===== config.mk =====
export PLATFORM = sky130hd
export DESIGN_NAME = glyph_row_rasterizer
export DESIGN_NICKNAME = d
export VERILOG_FILES = /design/src/rtl/grr_pkg.sv /design/src/rtl/glyph_row_rasterizer.sv /design/src/rtl/grr_front.sv /design/src/rtl/grr_expand.sv
export SDC_FILE = /design/constraint.sdc
export NUM_CORES = 1
export LEC_CHECK = 0
export ABC_AREA = 0
export ABC_CLOCK_PERIOD_IN_PS = 6600
export BUFFER_PORTS_ARGS = -buffer_cell sky130_fd_sc_hd__clkbuf_2
export CORE_MARGIN = 2
export CORE_UTILIZATION = 55
export CTS_CLUSTER_DIAMETER = 100
export CTS_CLUSTER_SIZE = 20
export DETAILED_ROUTE_END_ITERATION = 12
export PLACE_DENSITY_LB_ADDON = 0.25
export SYNTH_ARGS = -nofsm -noshare
export SYNTH_HDL_FRONTEND = slang
export SYNTH_SLANG_ARGS = --single-unit

===== constraint.sdc =====
create_clock -name clk_i -period 6.6 [get_ports clk_i]
set_clock_uncertainty 0.1 [all_clocks]
set_input_delay 0.66 -clock clk_i [delete_from_list [all_inputs] [get_ports clk_i]]
set_output_delay 0.66 -clock clk_i [all_outputs]
set_load 0.1 [all_outputs]

===== src/rtl/grr_pkg.sv =====
// ----------------------------------------------------------------------------
// grr_pkg
// Shared widths, reset values, the 5x5 glyph ROM and the row mask expansion
// for the glyph row rasterizer.
// ----------------------------------------------------------------------------
package grr_pkg;

  // Field widths
  localparam int unsigned CODE_W      = 8;
  localparam int unsigned POS_W       = 10;
  localparam int unsigned COORD_W     = 12;
  localparam int unsigned COLOR_W     = 32;
  localparam int unsigned PITCH_W     = 13;
  localparam int unsigned ROW_ADDR_W  = 25;
  localparam int unsigned MASK_W      = 10;
  localparam int unsigned GLYPH_W     = 25;
  localparam int unsigned GLYPH_SIDE  = 5;
  localparam int unsigned PROD_W      = COORD_W + PITCH_W;

  // Stream word widths, padded to whole bytes
  localparam int unsigned IN_TDATA_W  = 80;
  localparam int unsigned OUT_TDATA_W = 72;

  // Row sequencing
  localparam int unsigned ROW_CNT_W   = 4;
  localparam logic [ROW_CNT_W-1:0] LAST_ROW = ROW_CNT_W'(9);

  // Register reset and parameter defaults
  localparam logic [PITCH_W-1:0] PITCH_RESET = PITCH_W'(640);
  localparam int unsigned DEFAULT_ADDR_WIDTH   = 25;
  localparam int unsigned DEFAULT_CHAR_ADVANCE = 12;

  // One result word as it leaves the row sequencer
  typedef struct packed {
    logic                  last_row;
    logic [COLOR_W-1:0]    pixel_color;
    logic [MASK_W-1:0]     pixel_mask;
    logic [ROW_ADDR_W-1:0] row_address;
  } out_row_t;

  // Glyph ROM: bit 24 is the top-left cell, rows of five cells.
  // Upper case folds onto lower case; anything without a glyph is blank.
  function automatic logic [GLYPH_W-1:0] glyph_of(input logic [CODE_W-1:0] code);
    logic [CODE_W-1:0]  c;
    logic [GLYPH_W-1:0] g;
    c = code;
    if (code >= "A" && code <= "Z") begin
      c = code + CODE_W'(8'h20);
    end
    case (c)
      "a":   g = 25'h0E8FE31;
      "b":   g = 25'h1E8FA3E;
      "c":   g = 25'h0F8420F;
      "d":   g = 25'h1E8C63E;
      "e":   g = 25'h1F87A1F;
      "f":   g = 25'h1F87210;
      "g":   g = 25'h0F85E2E;
      "h":   g = 25'h118FE31;
      "i":   g = 25'h0421084;
      "j":   g = 25'h021085C;
      "k":   g = 25'h12A6292;
      "l":   g = 25'h108421F;
      "m":   g = 25'h1AAD631;
      "n":   g = 25'h11CD671;
      "o":   g = 25'h0E8C62E;
      "p":   g = 25'h1E8FA10;
      "q":   g = 25'h0E8C66F;
      "r":   g = 25'h1E8FA92;
      "s":   g = 25'h0F8383E;
      "t":   g = 25'h1F21084;
      "u":   g = 25'h118C62F;
      "v":   g = 25'h118A944;
      "w":   g = 25'h118D6AA;
      "x":   g = 25'h1151151;
      "y":   g = 25'h118BC2E;
      "z":   g = 25'h1F1111F;
      "0":   g = 25'h0E9D72E;
      "1":   g = 25'h046108E;
      "2":   g = 25'h0E8991F;
      "3":   g = 25'h1E0983E;
      "4":   g = 25'h1097C42;
      "5":   g = 25'h1F8783E;
      "6":   g = 25'h0F87A2E;
      "7":   g = 25'h1F08884;
      "8":   g = 25'h0E8BA2E;
      "9":   g = 25'h0E8BC2E;
      "!":   g = 25'h0421004;
      "?":   g = 25'h0E08804;
      ":":   g = 25'h0001004;
      "=":   g = 25'h000380E;
      ",":   g = 25'h0000044;
      ".":   g = 25'h0000004;
      "-":   g = 25'h0003800;
      "(":   g = 25'h0221082;
      ")":   g = 25'h0410844;
      "#":   g = 25'h1FFFFFF;
      8'h27: g = 25'h0420000;  // apostrophe
      "*":   g = 25'h1577DD5;
      "/":   g = 25'h0111110;
      8'h22: g = 25'h0E8FE31;  // double quote
      default: g = '0;
    endcase
    return g;
  endfunction

  // Pick glyph row gy and double each cell horizontally; bit 0 is leftmost.
  function automatic logic [MASK_W-1:0] row_mask(input logic [GLYPH_W-1:0] glyph,
                                                 input logic [2:0]         gy);
    logic [GLYPH_SIDE-1:0] cells;
    logic [MASK_W-1:0]     m;
    case (gy)
      3'd0:    cells = glyph[24:20];
      3'd1:    cells = glyph[19:15];
      3'd2:    cells = glyph[14:10];
      3'd3:    cells = glyph[9:5];
      3'd4:    cells = glyph[4:0];
      default: cells = '0;
    endcase
    for (int c = 0; c < GLYPH_SIDE; c++) begin
      m[2*c]   = cells[GLYPH_SIDE-1-c];
      m[2*c+1] = cells[GLYPH_SIDE-1-c];
    end
    return m;
  endfunction

endpackage


===== src/rtl/glyph_row_rasterizer.sv =====
// ----------------------------------------------------------------------------
// glyph_row_rasterizer
// Character generator: 5x5 glyph ROM scaled 2x into ten 10-pixel row words,
// each with its frame-buffer word address, pixel mask, color and last flag.
//
//   Port group        Dir  Handshake                     Carries
//   s_axis_*          in   s_axis_tvalid/s_axis_tready   one character
//   m_axis_*          out  m_axis_tvalid/m_axis_tready   one glyph row
//   cfg_*             in   cfg_valid_i/cfg_ready_o       pitch register
//
// Each character yields ten row words, one per cycle from the row sequencer
// unless m_axis stalls; the next character is taken while the last row of
// the previous one is emitted. The first row word passes through the three
// front stages, the sequencer and the output register.
// Reset empties the pipeline and sets pitch to 640; no warm-up sweep.
// A stall on m_axis holds the output word and backs up the front stages.
// ----------------------------------------------------------------------------
module glyph_row_rasterizer #(
  parameter int unsigned ADDR_WIDTH   = grr_pkg::DEFAULT_ADDR_WIDTH,
  parameter int unsigned CHAR_ADVANCE = grr_pkg::DEFAULT_CHAR_ADVANCE
) (
  input  logic                            clk_i,
  input  logic                            rst_ni,
  // Input character stream
  input  logic                            s_axis_tvalid,
  output logic                            s_axis_tready,
  // [7:0] char_code, [17:8] char_position, [29:18] origin_x,
  // [41:30] origin_y, [73:42] color, [79:74] zero
  input  logic [grr_pkg::IN_TDATA_W-1:0]  s_axis_tdata,
  // Row word stream
  output logic                            m_axis_tvalid,
  input  logic                            m_axis_tready,
  // [24:0] row_address, [34:25] pixel_mask, [66:35] pixel_color, [71:67] zero
  output logic [grr_pkg::OUT_TDATA_W-1:0] m_axis_tdata,
  output logic                            m_axis_tlast,
  // Pitch register write
  input  logic                            cfg_valid_i,
  output logic                            cfg_ready_o,
  input  logic [grr_pkg::PITCH_W-1:0]     cfg_data_i
);
  import grr_pkg::*;

  logic [PITCH_W-1:0]    pitch_q;

  logic                  fr_valid;
  logic                  fr_ready;
  logic [GLYPH_W-1:0]    fr_glyph;
  logic [ADDR_WIDTH-1:0] fr_start;
  logic [COLOR_W-1:0]    fr_color;

  out_row_t              out_row;

  // Pitch register, always writable
  assign cfg_ready_o = 1'b1;

  always_ff @(posedge clk_i or negedge rst_ni) begin
    if (!rst_ni) begin
      pitch_q <= PITCH_RESET;
    end else if (cfg_valid_i) begin
      pitch_q <= cfg_data_i;
    end
  end

  grr_front #(
    .ADDR_WIDTH   (ADDR_WIDTH),
    .CHAR_ADVANCE (CHAR_ADVANCE)
  ) u_front (
    .clk_i           (clk_i),
    .rst_ni          (rst_ni),
    .valid_i         (s_axis_tvalid),
    .ready_o         (s_axis_tready),
    .char_code_i     (s_axis_tdata[7:0]),
    .char_position_i (s_axis_tdata[17:8]),
    .origin_x_i      (s_axis_tdata[29:18]),
    .origin_y_i      (s_axis_tdata[41:30]),
    .color_i         (s_axis_tdata[73:42]),
    .pitch_i         (pitch_q),
    .valid_o         (fr_valid),
    .ready_i         (fr_ready),
    .glyph_o         (fr_glyph),
    .start_addr_o    (fr_start),
    .color_o         (fr_color)
  );

  grr_expand #(
    .ADDR_WIDTH (ADDR_WIDTH)
  ) u_expand (
    .clk_i        (clk_i),
    .rst_ni       (rst_ni),
    .in_valid_i   (fr_valid),
    .in_ready_o   (fr_ready),
    .glyph_i      (fr_glyph),
    .start_addr_i (fr_start),
    .color_i      (fr_color),
    .pitch_i      (pitch_q),
    .out_valid_o  (m_axis_tvalid),
    .out_ready_i  (m_axis_tready),
    .out_row_o    (out_row)
  );

  // Pack the row word
  assign m_axis_tdata = {5'b0, out_row.pixel_color, out_row.pixel_mask,
                         out_row.row_address};
  assign m_axis_tlast = out_row.last_row;

endmodule


===== src/rtl/grr_front.sv =====
// ----------------------------------------------------------------------------
// grr_front
// Three-stage front pipeline: capture the character, look up its glyph and
// form the row product and column offset, then sum them into the address of
// the glyph's first row.
// ----------------------------------------------------------------------------
module grr_front #(
  parameter int unsigned ADDR_WIDTH   = grr_pkg::DEFAULT_ADDR_WIDTH,
  parameter int unsigned CHAR_ADVANCE = grr_pkg::DEFAULT_CHAR_ADVANCE
) (
  input  logic                          clk_i,
  input  logic                          rst_ni,
  input  logic                          valid_i,
  output logic                          ready_o,
  input  logic [grr_pkg::CODE_W-1:0]    char_code_i,
  input  logic [grr_pkg::POS_W-1:0]     char_position_i,
  input  logic [grr_pkg::COORD_W-1:0]   origin_x_i,
  input  logic [grr_pkg::COORD_W-1:0]   origin_y_i,
  input  logic [grr_pkg::COLOR_W-1:0]   color_i,
  input  logic [grr_pkg::PITCH_W-1:0]   pitch_i,
  output logic                          valid_o,
  input  logic                          ready_i,
  output logic [grr_pkg::GLYPH_W-1:0]   glyph_o,
  output logic [ADDR_WIDTH-1:0]         start_addr_o,
  output logic [grr_pkg::COLOR_W-1:0]   color_o
);
  import grr_pkg::*;

  // Stage 1: raw input capture
  logic                 v1_q;
  logic [CODE_W-1:0]    code1_q;
  logic [POS_W-1:0]     pos1_q;
  logic [COORD_W-1:0]   ox1_q;
  logic [COORD_W-1:0]   oy1_q;
  logic [COLOR_W-1:0]   color1_q;

  // Stage 2: glyph, row product, column offset
  logic                 v2_q;
  logic [GLYPH_W-1:0]   glyph2_q;
  logic [PROD_W-1:0]    prod2_q;
  logic [ADDR_WIDTH-1:0] base2_q;
  logic [COLOR_W-1:0]   color2_q;

  // Stage 3: first row address
  logic                 v3_q;
  logic [GLYPH_W-1:0]   glyph3_q;
  logic [ADDR_WIDTH-1:0] start3_q;
  logic [COLOR_W-1:0]   color3_q;

  logic adv1, adv2, adv3;

  // Each stage moves when the one after it has room
  assign adv3    = !v3_q || ready_i;
  assign adv2    = !v2_q || adv3;
  assign adv1    = !v1_q || adv2;
  assign ready_o = adv1;

  // Valid bits
  always_ff @(posedge clk_i or negedge rst_ni) begin
    if (!rst_ni) begin
      v1_q <= 1'b0;
      v2_q <= 1'b0;
      v3_q <= 1'b0;
    end else begin
      if (adv1) v1_q <= valid_i;
      if (adv2) v2_q <= v1_q;
      if (adv3) v3_q <= v2_q;
    end
  end

  // Payload registers
  always_ff @(posedge clk_i) begin
    if (adv1 && valid_i) begin
      code1_q  <= char_code_i;
      pos1_q   <= char_position_i;
      ox1_q    <= origin_x_i;
      oy1_q    <= origin_y_i;
      color1_q <= color_i;
    end
    if (adv2 && v1_q) begin
      glyph2_q <= glyph_of(code1_q);
      prod2_q  <= PROD_W'(oy1_q) * PROD_W'(pitch_i);
      base2_q  <= ADDR_WIDTH'(ox1_q)
                + ADDR_WIDTH'(pos1_q) * ADDR_WIDTH'(CHAR_ADVANCE);
      color2_q <= color1_q;
    end
    if (adv3 && v2_q) begin
      glyph3_q <= glyph2_q;
      start3_q <= ADDR_WIDTH'(prod2_q) + base2_q;
      color3_q <= color2_q;
    end
  end

  assign valid_o      = v3_q;
  assign glyph_o      = glyph3_q;
  assign start_addr_o = start3_q;
  assign color_o      = color3_q;

endmodule


===== src/rtl/grr_expand.sv =====
// ----------------------------------------------------------------------------
// grr_expand
// Row sequencer and output register: steps one character through its ten
// pixel rows, one row per cycle unless the output stalls, adding the pitch to the address each row.
// ----------------------------------------------------------------------------
module grr_expand #(
  parameter int unsigned ADDR_WIDTH = grr_pkg::DEFAULT_ADDR_WIDTH
) (
  input  logic                        clk_i,
  input  logic                        rst_ni,
  input  logic                        in_valid_i,
  output logic                        in_ready_o,
  input  logic [grr_pkg::GLYPH_W-1:0] glyph_i,
  input  logic [ADDR_WIDTH-1:0]       start_addr_i,
  input  logic [grr_pkg::COLOR_W-1:0] color_i,
  input  logic [grr_pkg::PITCH_W-1:0] pitch_i,
  output logic                        out_valid_o,
  input  logic                        out_ready_i,
  output grr_pkg::out_row_t           out_row_o
);
  import grr_pkg::*;

  logic                  busy_q;
  logic [ROW_CNT_W-1:0]  row_q;
  logic [GLYPH_W-1:0]    glyph_q;
  logic [ADDR_WIDTH-1:0] addr_q;
  logic [COLOR_W-1:0]    color_q;

  logic                  out_valid_q;
  out_row_t              out_q;
  out_row_t              out_d;

  logic emit, last, load;

  // Emit a row whenever the output register is free or being drained
  assign emit       = busy_q && (!out_valid_q || out_ready_i);
  assign last       = (row_q == LAST_ROW);
  assign in_ready_o = !busy_q || (emit && last);
  assign load       = in_valid_i && in_ready_o;

  // Build the current row
  always_comb begin
    out_d.row_address = ROW_ADDR_W'(addr_q);
    out_d.pixel_mask  = row_mask(glyph_q, row_q[ROW_CNT_W-1:1]);
    out_d.pixel_color = color_q;
    out_d.last_row    = last;
  end

  // Sequencer control
  always_ff @(posedge clk_i or negedge rst_ni) begin
    if (!rst_ni) begin
      busy_q      <= 1'b0;
      row_q       <= '0;
      out_valid_q <= 1'b0;
    end else begin
      if (load) begin
        busy_q <= 1'b1;
        row_q  <= '0;
      end else if (emit) begin
        if (last) begin
          busy_q <= 1'b0;
        end
        row_q <= row_q + ROW_CNT_W'(1);
      end
      if (emit) begin
        out_valid_q <= 1'b1;
      end else if (out_ready_i) begin
        out_valid_q <= 1'b0;
      end
    end
  end

  // Item and output payload
  always_ff @(posedge clk_i) begin
    if (load) begin
      glyph_q <= glyph_i;
      addr_q  <= start_addr_i;
      color_q <= color_i;
    end else if (emit) begin
      addr_q <= addr_q + ADDR_WIDTH'(pitch_i);
    end
    if (emit) begin
      out_q <= out_d;
    end
  end

  assign out_valid_o = out_valid_q;
  assign out_row_o   = out_q;

  // Row counter stays within the ten rows while a character is active
  a_row_range: assert property (@(posedge clk_i) disable iff (!rst_ni)
    busy_q |-> row_q <= LAST_ROW)
    else $error("row counter beyond last row");

  // A non-final row advances to the next row of the same character
  a_row_step: assert property (@(posedge clk_i) disable iff (!rst_ni)
    (emit && !last) |=> busy_q && row_q == ROW_CNT_W'($past(row_q) + ROW_CNT_W'(1)))
    else $error("row sequence skipped or stalled");

  // After the final row the sequencer is idle or restarted at the top row
  a_row_wrap: assert property (@(posedge clk_i) disable iff (!rst_ni)
    (emit && last) |=> (!busy_q || row_q == '0))
    else $error("character not restarted at top row");

  // A stalled output word is never overwritten
  a_out_hold: assert property (@(posedge clk_i) disable iff (!rst_ni)
    (out_valid_q && !out_ready_i) |-> !emit)
    else $error("row emitted over a stalled word");

endmodule

==> metrics.yaml, run 1 <==
whs_ns: 0.01944
synth_ff_type: "edfxtp_1"
viasPerCell: 5.660
synth.area.top_cells: "edfxtp_1, fa_1, ha_1, nand2_1, inv_1"
drtIter0Drc: 1001
period_minus_slack_ns: 5.790
cp.buffers_inverters: 3
path_depth: 17
nets: 2285
hold_viol_final: 0
crit_top_cell: "fa_1"
yosys_warnings: 0
diodes: 0
portBuffers: 161
clk_pin_slew_ns: 0.08
synth_top_area_cell: "edfxtp_1"
post-route-period-util: 0.8773
start_util: 0.5584
cts_setup_buffers: 0
leakagePower_nw: 9.874
grt_util_all_layers: 0.2160
synth_area_um2: 22850
cts_max_path_buffers: 3
dr.pass1.iters: 6
synthArstFlopShare: 0.05238
routed_wl_um: 46490
slew_headroom: 0.2147
r2r_start: "pitch_q[3]"
setup_violations: 0
maxCapViolCount: 0
synth_most_common_cell: "edfxtp_1"
peakVddDrop_mv: 0.3961
syn_area_per_cell_um2: 12.46
arrival_ns: 6.00
numCtsBuffers: 26
io_pins: 174
power_density_nw_per_um2: 421.2
die_y_um: 207.8
place.gp.congestion: 0.8916
fmax_ghz: 0.1727
nFillCells: 3292
r2r_cells: 17
hold_path_class: "in2async"
dp_hpwl_um: 33160
slowest_delay_ns: 0.85
slew_violations: 0
die-area_um2: 43200
totalPowerFinal_mw: 10.45
vias: 14145
grt.overflow.total: 0
cp-start-kind: "flop"
drc: 0
post_cts_resized: 0
synthCells: 1834
cts_sinks: 420
ctsRootBufferMaster: "clkbuf_16"
ys_ff_latch: 420
crit_chain: "nand2_1, fa_1, fa_1, fa_1, inv_1, fa_1, inv_1, fa_1, inv_1, ha_1, a211oi_1, nor2_1, nor3_1, o2bb2ai_1, nor2_1, o31ai_1, xnor2_1"
rr_endpoint: "u_front.prod2_q[22]"
grt_max_degree: 75
wl_per_cell_um: 18.61
tritoncts: "yes"
chipWidth_um: 207.8
drive_gt1_frac: 0.1215
htree_levels: 1
crit_type: "reg2reg"
path_max_fanout: 14
ys_seq_area_frac: 0.5472
finalSetupTns_ns: 0
cp.required_ns: 6.81
clock_latency_ns: 0.55
rsz0062_at_grt: "false"
yosysTopAreaCellShare: 0.5230
worstSetupEndpointType: "flop"
ant_nets: 0
area_growth_pct: 8.607
reg2reg_slack_ns: 0.81
crit_path_top_delay_cell: "dfrtp_1"
crit_family: "adder cells"
rows: 74
postCtsHoldBufs: 0
yosys-top-cells-count: "edfxtp_1, nand2_1, inv_1"
tightest_slew_ns: 1.178
synth_cell_types: 72
core_area_um2: 40920
synth_edf_count: 398
grt_pass1_wl_um: 75170
antenna_found_initial: 0
grt_pass1_vias: 14431
status: "finished, final reports clean"
==> state kept, by name (all words and copies together), names as in the netlist <==
signal,cells
u_expand.out_row_o,63
u_front.v2_q,1
u_front.color1_q,32
u_expand.addr_q,25
u_front.oy1_q,12
u_expand.color_q,32
u_front.glyph2_q,25
u_front.valid_o,1
u_front.base2_q,15
u_expand.out_valid_o,1
u_expand.row_q,4
u_front.color_o,32
pitch_q,13
u_front.color2_q,32
u_front.v1_q,1
u_expand.busy_q,1
u_front.start_addr_o,25
u_front.ox1_q,12
u_front.code1_q,8
u_front.glyph_o,25
u_expand.glyph_q,25
u_front.pos1_q,10
u_front.prod2_q,25
==> layout by cell type (no fill, tap or decap), drive strengths merged, types with 7 or more instances in the layout <==
master / instances
o31ai: 7
nor3: 27
dfrtp: 20
and2: 68
xnor2: 53
inv: 172
o21bai: 10
nand2: 184
o21ai: 85
fa: 114
nor2b: 12
nand3: 18
mux2i: 12
mux2: 13
o22ai: 11
nand2b: 16
ha: 126
a31oi: 8
and3: 15
a311oi: 7
o21a: 15
clkbuf: 205
a21o: 22
a21oi: 88
xor2: 28
buf: 12
a211oi: 30
o211ai: 11
edfxtp: 398
nor2: 92
==> metrics by stage <==
step                  util  std cells  area (um2)  setup slack (ns)
finish              0.6065       2499       24820            0.8098
floorplan                -       1838       22870             1.029
global route        0.6065       2499       24820            0.5363
global placement    0.5871       2451       24030             1.008
CTS                 0.6065       2499       24820            0.8385
detailed placement  0.5871       2451       24030            0.8441
==> kinds of logic (layout without fill, tap and decap cells) <==
kind of cell / count (synthesis) / after routing / synth area share
adder cells (fa/ha/maj): 241 / 241 / 0.1693
AO/OA/AOI/OAI: 347 / 347 / 0.09921
XOR/XNOR: 81 / 81 / 0.03104
other: 2 / 6 / 0.0003286
AND/OR/NAND/NOR: 451 / 451 / 0.09187
buffers and inverters: 265 / 394 / 0.04747
flip-flops: 420 / 420 / 0.5472
multiplexers: 27 / 27 / 0.01363
==> worst register-to-register path, stage by stage (launching register included) <==
cell,delay [ns]
dfrtp_1,0.85
nand2_1,0.21
fa_1,0.49
fa_1,0.48
fa_1,0.54
inv_1,0.05
fa_1,0.49
inv_1,0.05
fa_1,0.48
inv_1,0.04
ha_1,0.33
a211oi_1,0.32
nor2_1,0.11
nor3_1,0.17
o2bb2ai_1,0.27
nor2_1,0.14
o31ai_1,0.31
xnor2_1,0.10
==> report_power, final <==
| group | leakage [nW] | internal [mW] | switching, mW | total [mW] |
|---|---|---|---|---|
| Sequential | 3.91 | 3.54 | 0.256 | 3.80 |
| Combinational | 5.59 | 1.87 | 3.18 | 5.04 |
| Clock | 0.375 | 0.779 | 0.832 | 1.61 |
| Total | 9.87 | 6.19 | 4.26 | 10.5 |
==> cell type report <==
type / count / area [um2] / share of cell area
Inverter: 173 / 650.6 / 0.02621
Multi-Input combinational cell: 1153 / 9311 / 0.3752
Timing Repair Buffer: 173 / 895.9 / 0.03609
Clock buffer: 44 / 739.5 / 0.02979
Tap cell: 532 / 665.6 / 0.02682
Sequential cell: 420 / 12500 / 0.5038
Clock inverter: 4 / 52.55 / 0.002117
==> per-layer routing <==
layer / wire [um] / vias up / GRT usage / share of wire
li1: - / 6683 / - / -
met1: 19740 / 6963 / 0.2854 / 0.42
met2: 22980 / 413 / 0.3737 / 0.49
met3: 2358 / 86 / 0.02784 / 0.051
met4: 1411 / 0 / 0.06725 / 0.030
met5: 0 / - / 0 / 0
==> worst max-delay path by stage <==
stage                         start                  end  slack [ns]
6_report                 pitch_q[3]  u_front.prod2_q[22]        0.81
5_1_grt                  pitch_q[2]  u_front.prod2_q[22]        0.54
4_1_cts                  pitch_q[3]  u_front.prod2_q[22]        0.84
3_5_place_dp             pitch_q[3]  u_front.prod2_q[22]        0.84
3_3_place_gp             pitch_q[4]  u_front.prod2_q[22]        1.01
2_1_floorplan  u_expand.out_valid_o   u_front.code1_q[0]        1.03
No activity file was read; power rests on OpenSTA's default activity.
==> inputs of run 2 (changes only) <==
- SKIP_CTS_REPAIR_TIMING: unset -> 1
- SYNTH_HIERARCHICAL: unset -> 1
==> metrics.yaml, run 2 <==
status: "finished, final reports clean"
slew_headroom: 0.1908
cp.required_ns: 6.87
crit_chain: "and2_1, fa_1, inv_1, fa_1, inv_1, fa_1, fa_1, inv_1, fa_1, inv_1, ha_1, nand2_1, nor2_1, nor3b_1, a21oi_1, o22ai_1, o211ai_1"
maxCapViolCount: 0
core_area_um2: 41760
path_max_fanout: 13
worstSetupEndpointType: "flop"
synth.area.top_cells: "edfxtp_1, fa_1, ha_1, inv_1, nand2_1"
synth_fa_ha_area_frac: 0.1666
grt_util_all_layers: 0.2178
muxShareOfSynthArea: 0.01454
ctsRootBufferMaster: "clkbuf_16"
clock_latency_ns: 0.57
clk_pin_slew_ns: 0.09
nFillCells: 3283
cts_max_path_buffers: 3
synth_most_common_cell: "edfxtp_1"
finalSetupTns_ns: 0
instances_no_fill: 2555
rows: 75
synth-compound-area-share: 0.1031
viasPerCell: 5.651
layout_common_cells: "edfxtp_1, inv_1, nand2_1"
yosysTopAreaCellShare: 0.5162
tritoncts: "yes"
r2r_cells: 17
slowest_delay_ns: 0.65
synth_top_family_by_area: "adder cells"
drc: 0
syn_area_per_cell_um2: 12.28
synth_cell_types: 81
synth_area_um2: 23150
io_pins: 174
diodes: 0
leakagePower_nw: 9.984
numCtsBuffers: 26
worstSetupStartpoint: "u_front/oy1_q[6]"
start_util: 0.5545
dr.pass1.iters: 5
hold_viol_final: 0
fmax_ghz: 0.1730
final_common_cell: "edfxtp_1"
routed_wl_um: 46910
die_y_um: 209.2
grt.overflow.total: 0
cp-start-kind: "flop"
synthArstFlopShare: 0.05238
area_growth_pct: 8.484
arrival_ns: 6.05
grt_pass1_wl_um: 75580
peakVddDrop_mv: 0.4384
rsz0062_at_grt: "false"
multiInputGateArea_um2: 9560
tightest_slew_ns: 1.213
crit_type: "reg2reg"
ys_ff_latch: 420
synthSimpleGateAreaFrac: 0.1030
grt_max_degree: 83
wl_per_cell_um: 18.36
synth_top_area_cell: "edfxtp_1"
stdcell_area_um2: 25120
hold_path_class: "in2async"
place.gp.congestion: 0.8703
power_density_nw_per_um2: 413.5
placed_area_um2: 24310
chipWidth_um: 209.2
dp.cells: 2507
ys_seq_area_frac: 0.5400
grt_pass1_vias: 14265
largest_reg_flops: 63
slew_violations: 0
drtIter0Drc: 1313
cts_sinks: 420
vias: 14438
htree_levels: 1
yosys_warnings: 6
synth_xor_area_frac: 0.02383
synth_ff_type: "edfxtp_1"
synthCells: 1885
antenna_found_initial: 0
final_core_util: 0.6015
die-area_um2: 43760
reg2reg_slack_ns: 0.82
synth_edf_count: 398
crit_path_top_delay_cell: "edfxtp_1"
setup_violations: 0
ant_nets: 0
yosys-top-cells-count: "edfxtp_1, inv_1, nand2_1"
rr_endpoint: "u_front/prod2_q[24]"
r2r_start: "u_front/oy1_q[6]"
portBuffers: 161
post-route-period-util: 0.8760
period_minus_slack_ns: 5.782
crit_top_cell: "fa_1"
dp_hpwl_um: 33130
regArea_um2: 12500
drive_gt1_frac: 0.1245
nets: 2334
[run 2: cell count changes after synthesis, moves of 12 or more]
cell / before / now
a21oi_1: 87 / 108
a31oi_1: 8 / 23
nor2_1: 92 / 104
nor2b_1: 12 / 26
o21ai_0: 83 / 52
o21ai_1: 1 / 17
xnor2_1: 53 / 39
[run 2: final cells by class]
class / count / area share
clock buffer: 42 / 0.02829
clock inverter: 6 / 0.003736
inverter: 181 / 0.02705
multi-input combinational: 1194 / 0.3806
sequential: 420 / 0.4978
tap: 539 / 0.02685
timing repair buffer: 173 / 0.03566
[run 2: where the power goes]
part           internal [mW]  switching, mW  total [mW]
logic                   1.85           3.18        5.03
registers               3.48          0.246        3.73
clock network          0.794          0.837        1.63
total                   6.13           4.26        10.4
[run 2: layer usage]
metal  wire length (um)  global-route usage  vias up
met5                  0                   0        -
li1                   -                   -     6851
met1              21000              0.3108     7037
met3               2825             0.03261       60
met2              22050              0.3540      490
met4               1041             0.05567        0
[run 2: critical path: cells and delay by family (launching register included)]
| family | cells | cell delay [ns] |
|---|---|---|
| adders and majority gates | 6 | 2.97 |
| and+or+nand+nor | 4 | 0.65 |
| DFF | 1 | 0.65 |
| buffers and inverters | 4 | 0.21 |
| AOI/OAI and AO/OA | 3 | 1.00 |
[run 2: worst max path at each step]
stage                                      to  slack, ns  cells after the start
final                     u_front/prod2_q[24]       0.82                     17
after global routing      u_front/prod2_q[24]       0.59                     16
after CTS                 u_front/prod2_q[23]       0.88                     17
after detailed placement  u_front/prod2_q[23]       0.93                     17
after global placement    u_front/prod2_q[23]       0.96                     17
after floorplan           u_front/prod2_q[23]       1.21                     19
[run 2: kinds of logic after synthesis]
family / count (synthesis)
muxes: 27
DFF: 420
and+or+nand+nor: 498
AOI/OAI and AO/OA: 360
xor gates and xnor gates: 63
other: 2
buffers and inverters: 275
adders and majority gates: 240
[run 2: metrics by stage]
stage          worst slack (ns)  power (mW)  hold slack [ns]
6_report                 0.8181       10.39          0.03888
5_1_grt                  0.5907       11.15          0.05019
4_1_cts                  0.8828       10.45          0.02045
3_5_place_dp             0.9339       8.771           0.3045
3_3_place_gp             0.9621       8.679           0.3004
2_1_floorplan             1.213       7.660           0.2644
==> inputs of run 3 (changes only) <==
- CORE_UTILIZATION: 55 -> 37
- MAX_ROUTING_LAYER: unset -> met4
==> metrics.yaml, run 3 (synthesized netlist as in run 2, its figures left out) <==
grt_pass1_wl_um: 79720
layout_common_cells: "edfxtp_1, inv_1, nand2_1"
routed_wl_um: 49550
grt_pass1_vias: 14535
worstSetupEndpointType: "flop"
start_util: 0.3745
cp.buffers_inverters: 3
tightest_slew_ns: 1.083
portBuffers: 161
swShare: 0.4108
grt_util_all_layers: 0.1606
netSwitchingPower_mw: 4.269
clock_latency_ns: 0.59
wl_per_cell_um: 17.33
htree_levels: 1
crit_type: "reg2reg"
dp_hpwl_um: 36140
crit_chain: "nand2_1, fa_1, fa_1, inv_1, fa_1, fa_1, inv_1, fa_1, inv_1, ha_1, a21oi_1, nor3b_1, a21oi_1, a211o_1, a31oi_1, xnor2_1"
rows: 91
crit_path_top_delay_cell: "dfrtp_1"
whs_ns: -0.009178
p_seq_frac: 0.358
ant_nets: 0
nFillCells: 5841
place.gp.congestion: 0.8846
cts_max_path_buffers: 3
die_y_um: 254.2
path_max_fanout: 15
vias: 14304
period_minus_slack_ns: 5.742
final_common_cell: "edfxtp_1"
setup_violations: 0
grt_max_degree: 83
finalSetupTns_ns: 0
cp-start-kind: "flop"
hold_path_class: "in2async"
hold_viol_final: 11
viasPerCell: 5.003
internal_power_mw: 6.122
crit_family: "adder cells"
io_pins: 174
power_density_nw_per_um2: 406.8
clock_power_share: 0.161
failed_checks: "negative hold slack"
chipWidth_um: 254.2
r2r_cells: 16
maxCapViolCount: 0
worstSetupStartpoint: "pitch_q[1]"
ctsRootBufferMaster: "clkbuf_16"
arrival_ns: 5.97
fmax_ghz: 0.1741
antenna_found_initial: 0
nets: 2339
dr.pass1.iters: 5
area_growth_pct: 10.32
setup_ws_ns: 0.8575
grt.overflow.total: 0
pwr-share-comb: 0.481
drive_gt1_frac: 0.1276
drtIter0Drc: 1075
reg2reg_slack_ns: 0.86
rr_endpoint: "u_front/prod2_q[18]"
pre_cts_ws_ns: 0.8522
rsz0062_at_grt: "false"
core_area_um2: 61830
numCtsBuffers: 27
largest_reg_flops: 63
peakVddDrop_mv: 0.2869
slew_violations: 0
diodes: 0
status: "complete, but fails checks"
slowest_delay_ns: 0.90
clk_pin_slew_ns: 0.08
slew_headroom: 0.2777
r2r_start: "pitch_q[1]"
drc: 0
leakagePower_nw: 10.02
cp.required_ns: 6.83
crit_top_cell: "fa_1"
cts_sinks: 420
die-area_um2: 64600
tritoncts: "yes"
post-route-period-util: 0.8701
run 3: cell count changes in the layout (fill, tap and decap cells not counted):
| cell | delta |
|---|---|
| buf_4 | +4 |
| clkinv_8 | -3 |
| inv_12 | +2 |
| inv_8 | +2 |
| bufinv_16 | -1 |
| clkbuf_16 | +1 |
| clkinv_1 | -1 |
| clkinv_2 | +1 |
| inv_16 | +1 |
run 3: power groups by stage:
stage / clock network [mW] / logic [mW] / registers, mW
final: 1.68 / 5.00 / 3.71
after floorplan: 0 / 3.60 / 4.06
after global placement: 0 / 5.00 / 3.77
after CTS: 1.75 / 5.09 / 3.72
after detailed placement: 0 / 5.05 / 3.78
after global routing: 1.84 / 5.63 / 3.76
run 3: final cells by class:
type | instances | area, um2 | share of cell area
Clock buffer | 43 | 735.7 | 0.02880
Multi-Input combinational cell | 1194 | 9560 | 0.3743
Sequential cell | 420 | 12500 | 0.4895
Inverter | 181 | 679.4 | 0.02660
Tap cell | 837 | 1047 | 0.04100
Timing Repair Buffer | 177 | 925.9 | 0.03625
Clock inverter | 7 | 91.34 | 0.003576
run 3: per-stage QoR:
step           instance area [um2]  power (mW)  cells  hold WS, ns  utilization
6_report                     25540       10.39   2859    -0.009178       0.4132
5_1_grt                      25540       11.23   2859     0.005718       0.4132
4_1_cts                      25540       10.56   2859     -0.02330       0.4132
3_5_place_dp                 24720       8.833   2809       0.3045       0.3998
3_3_place_gp                 24720       8.769   2809       0.3008       0.3998
2_1_floorplan                23170       7.660   1889       0.2644            -
run 3: worst max path at each step:
stage,slack (ns),cells after the start,endpoint
2_1_floorplan,1.21,19,u_front/prod2_q[23]
3_3_place_gp,0.88,17,u_front/prod2_q[23]
3_5_place_dp,0.85,16,u_front/prod2_q[18]
4_1_cts,0.81,16,u_front/prod2_q[18]
5_1_grt,0.57,17,u_front/prod2_q[23]
6_report,0.86,16,u_front/prod2_q[18]
run 3: layer usage:
layer,share of wire,track usage,up-vias
li1,-,-,6867
met1,0.46,0.2156,7041
met2,0.48,0.2628,345
met3,0.045,0.01990,51
met4,0.019,0.03462,0
met5,0,-,-
run 3: worst reg2reg max path, delay by kind of cell, from the launching register on:
family	cells	cell delay [ns]
buf+inv	3	0.15
simple gates	2	0.40
compound gates	4	0.95
xor+xnor	1	0.12
fa+ha+maj	6	2.86
flops	1	0.90
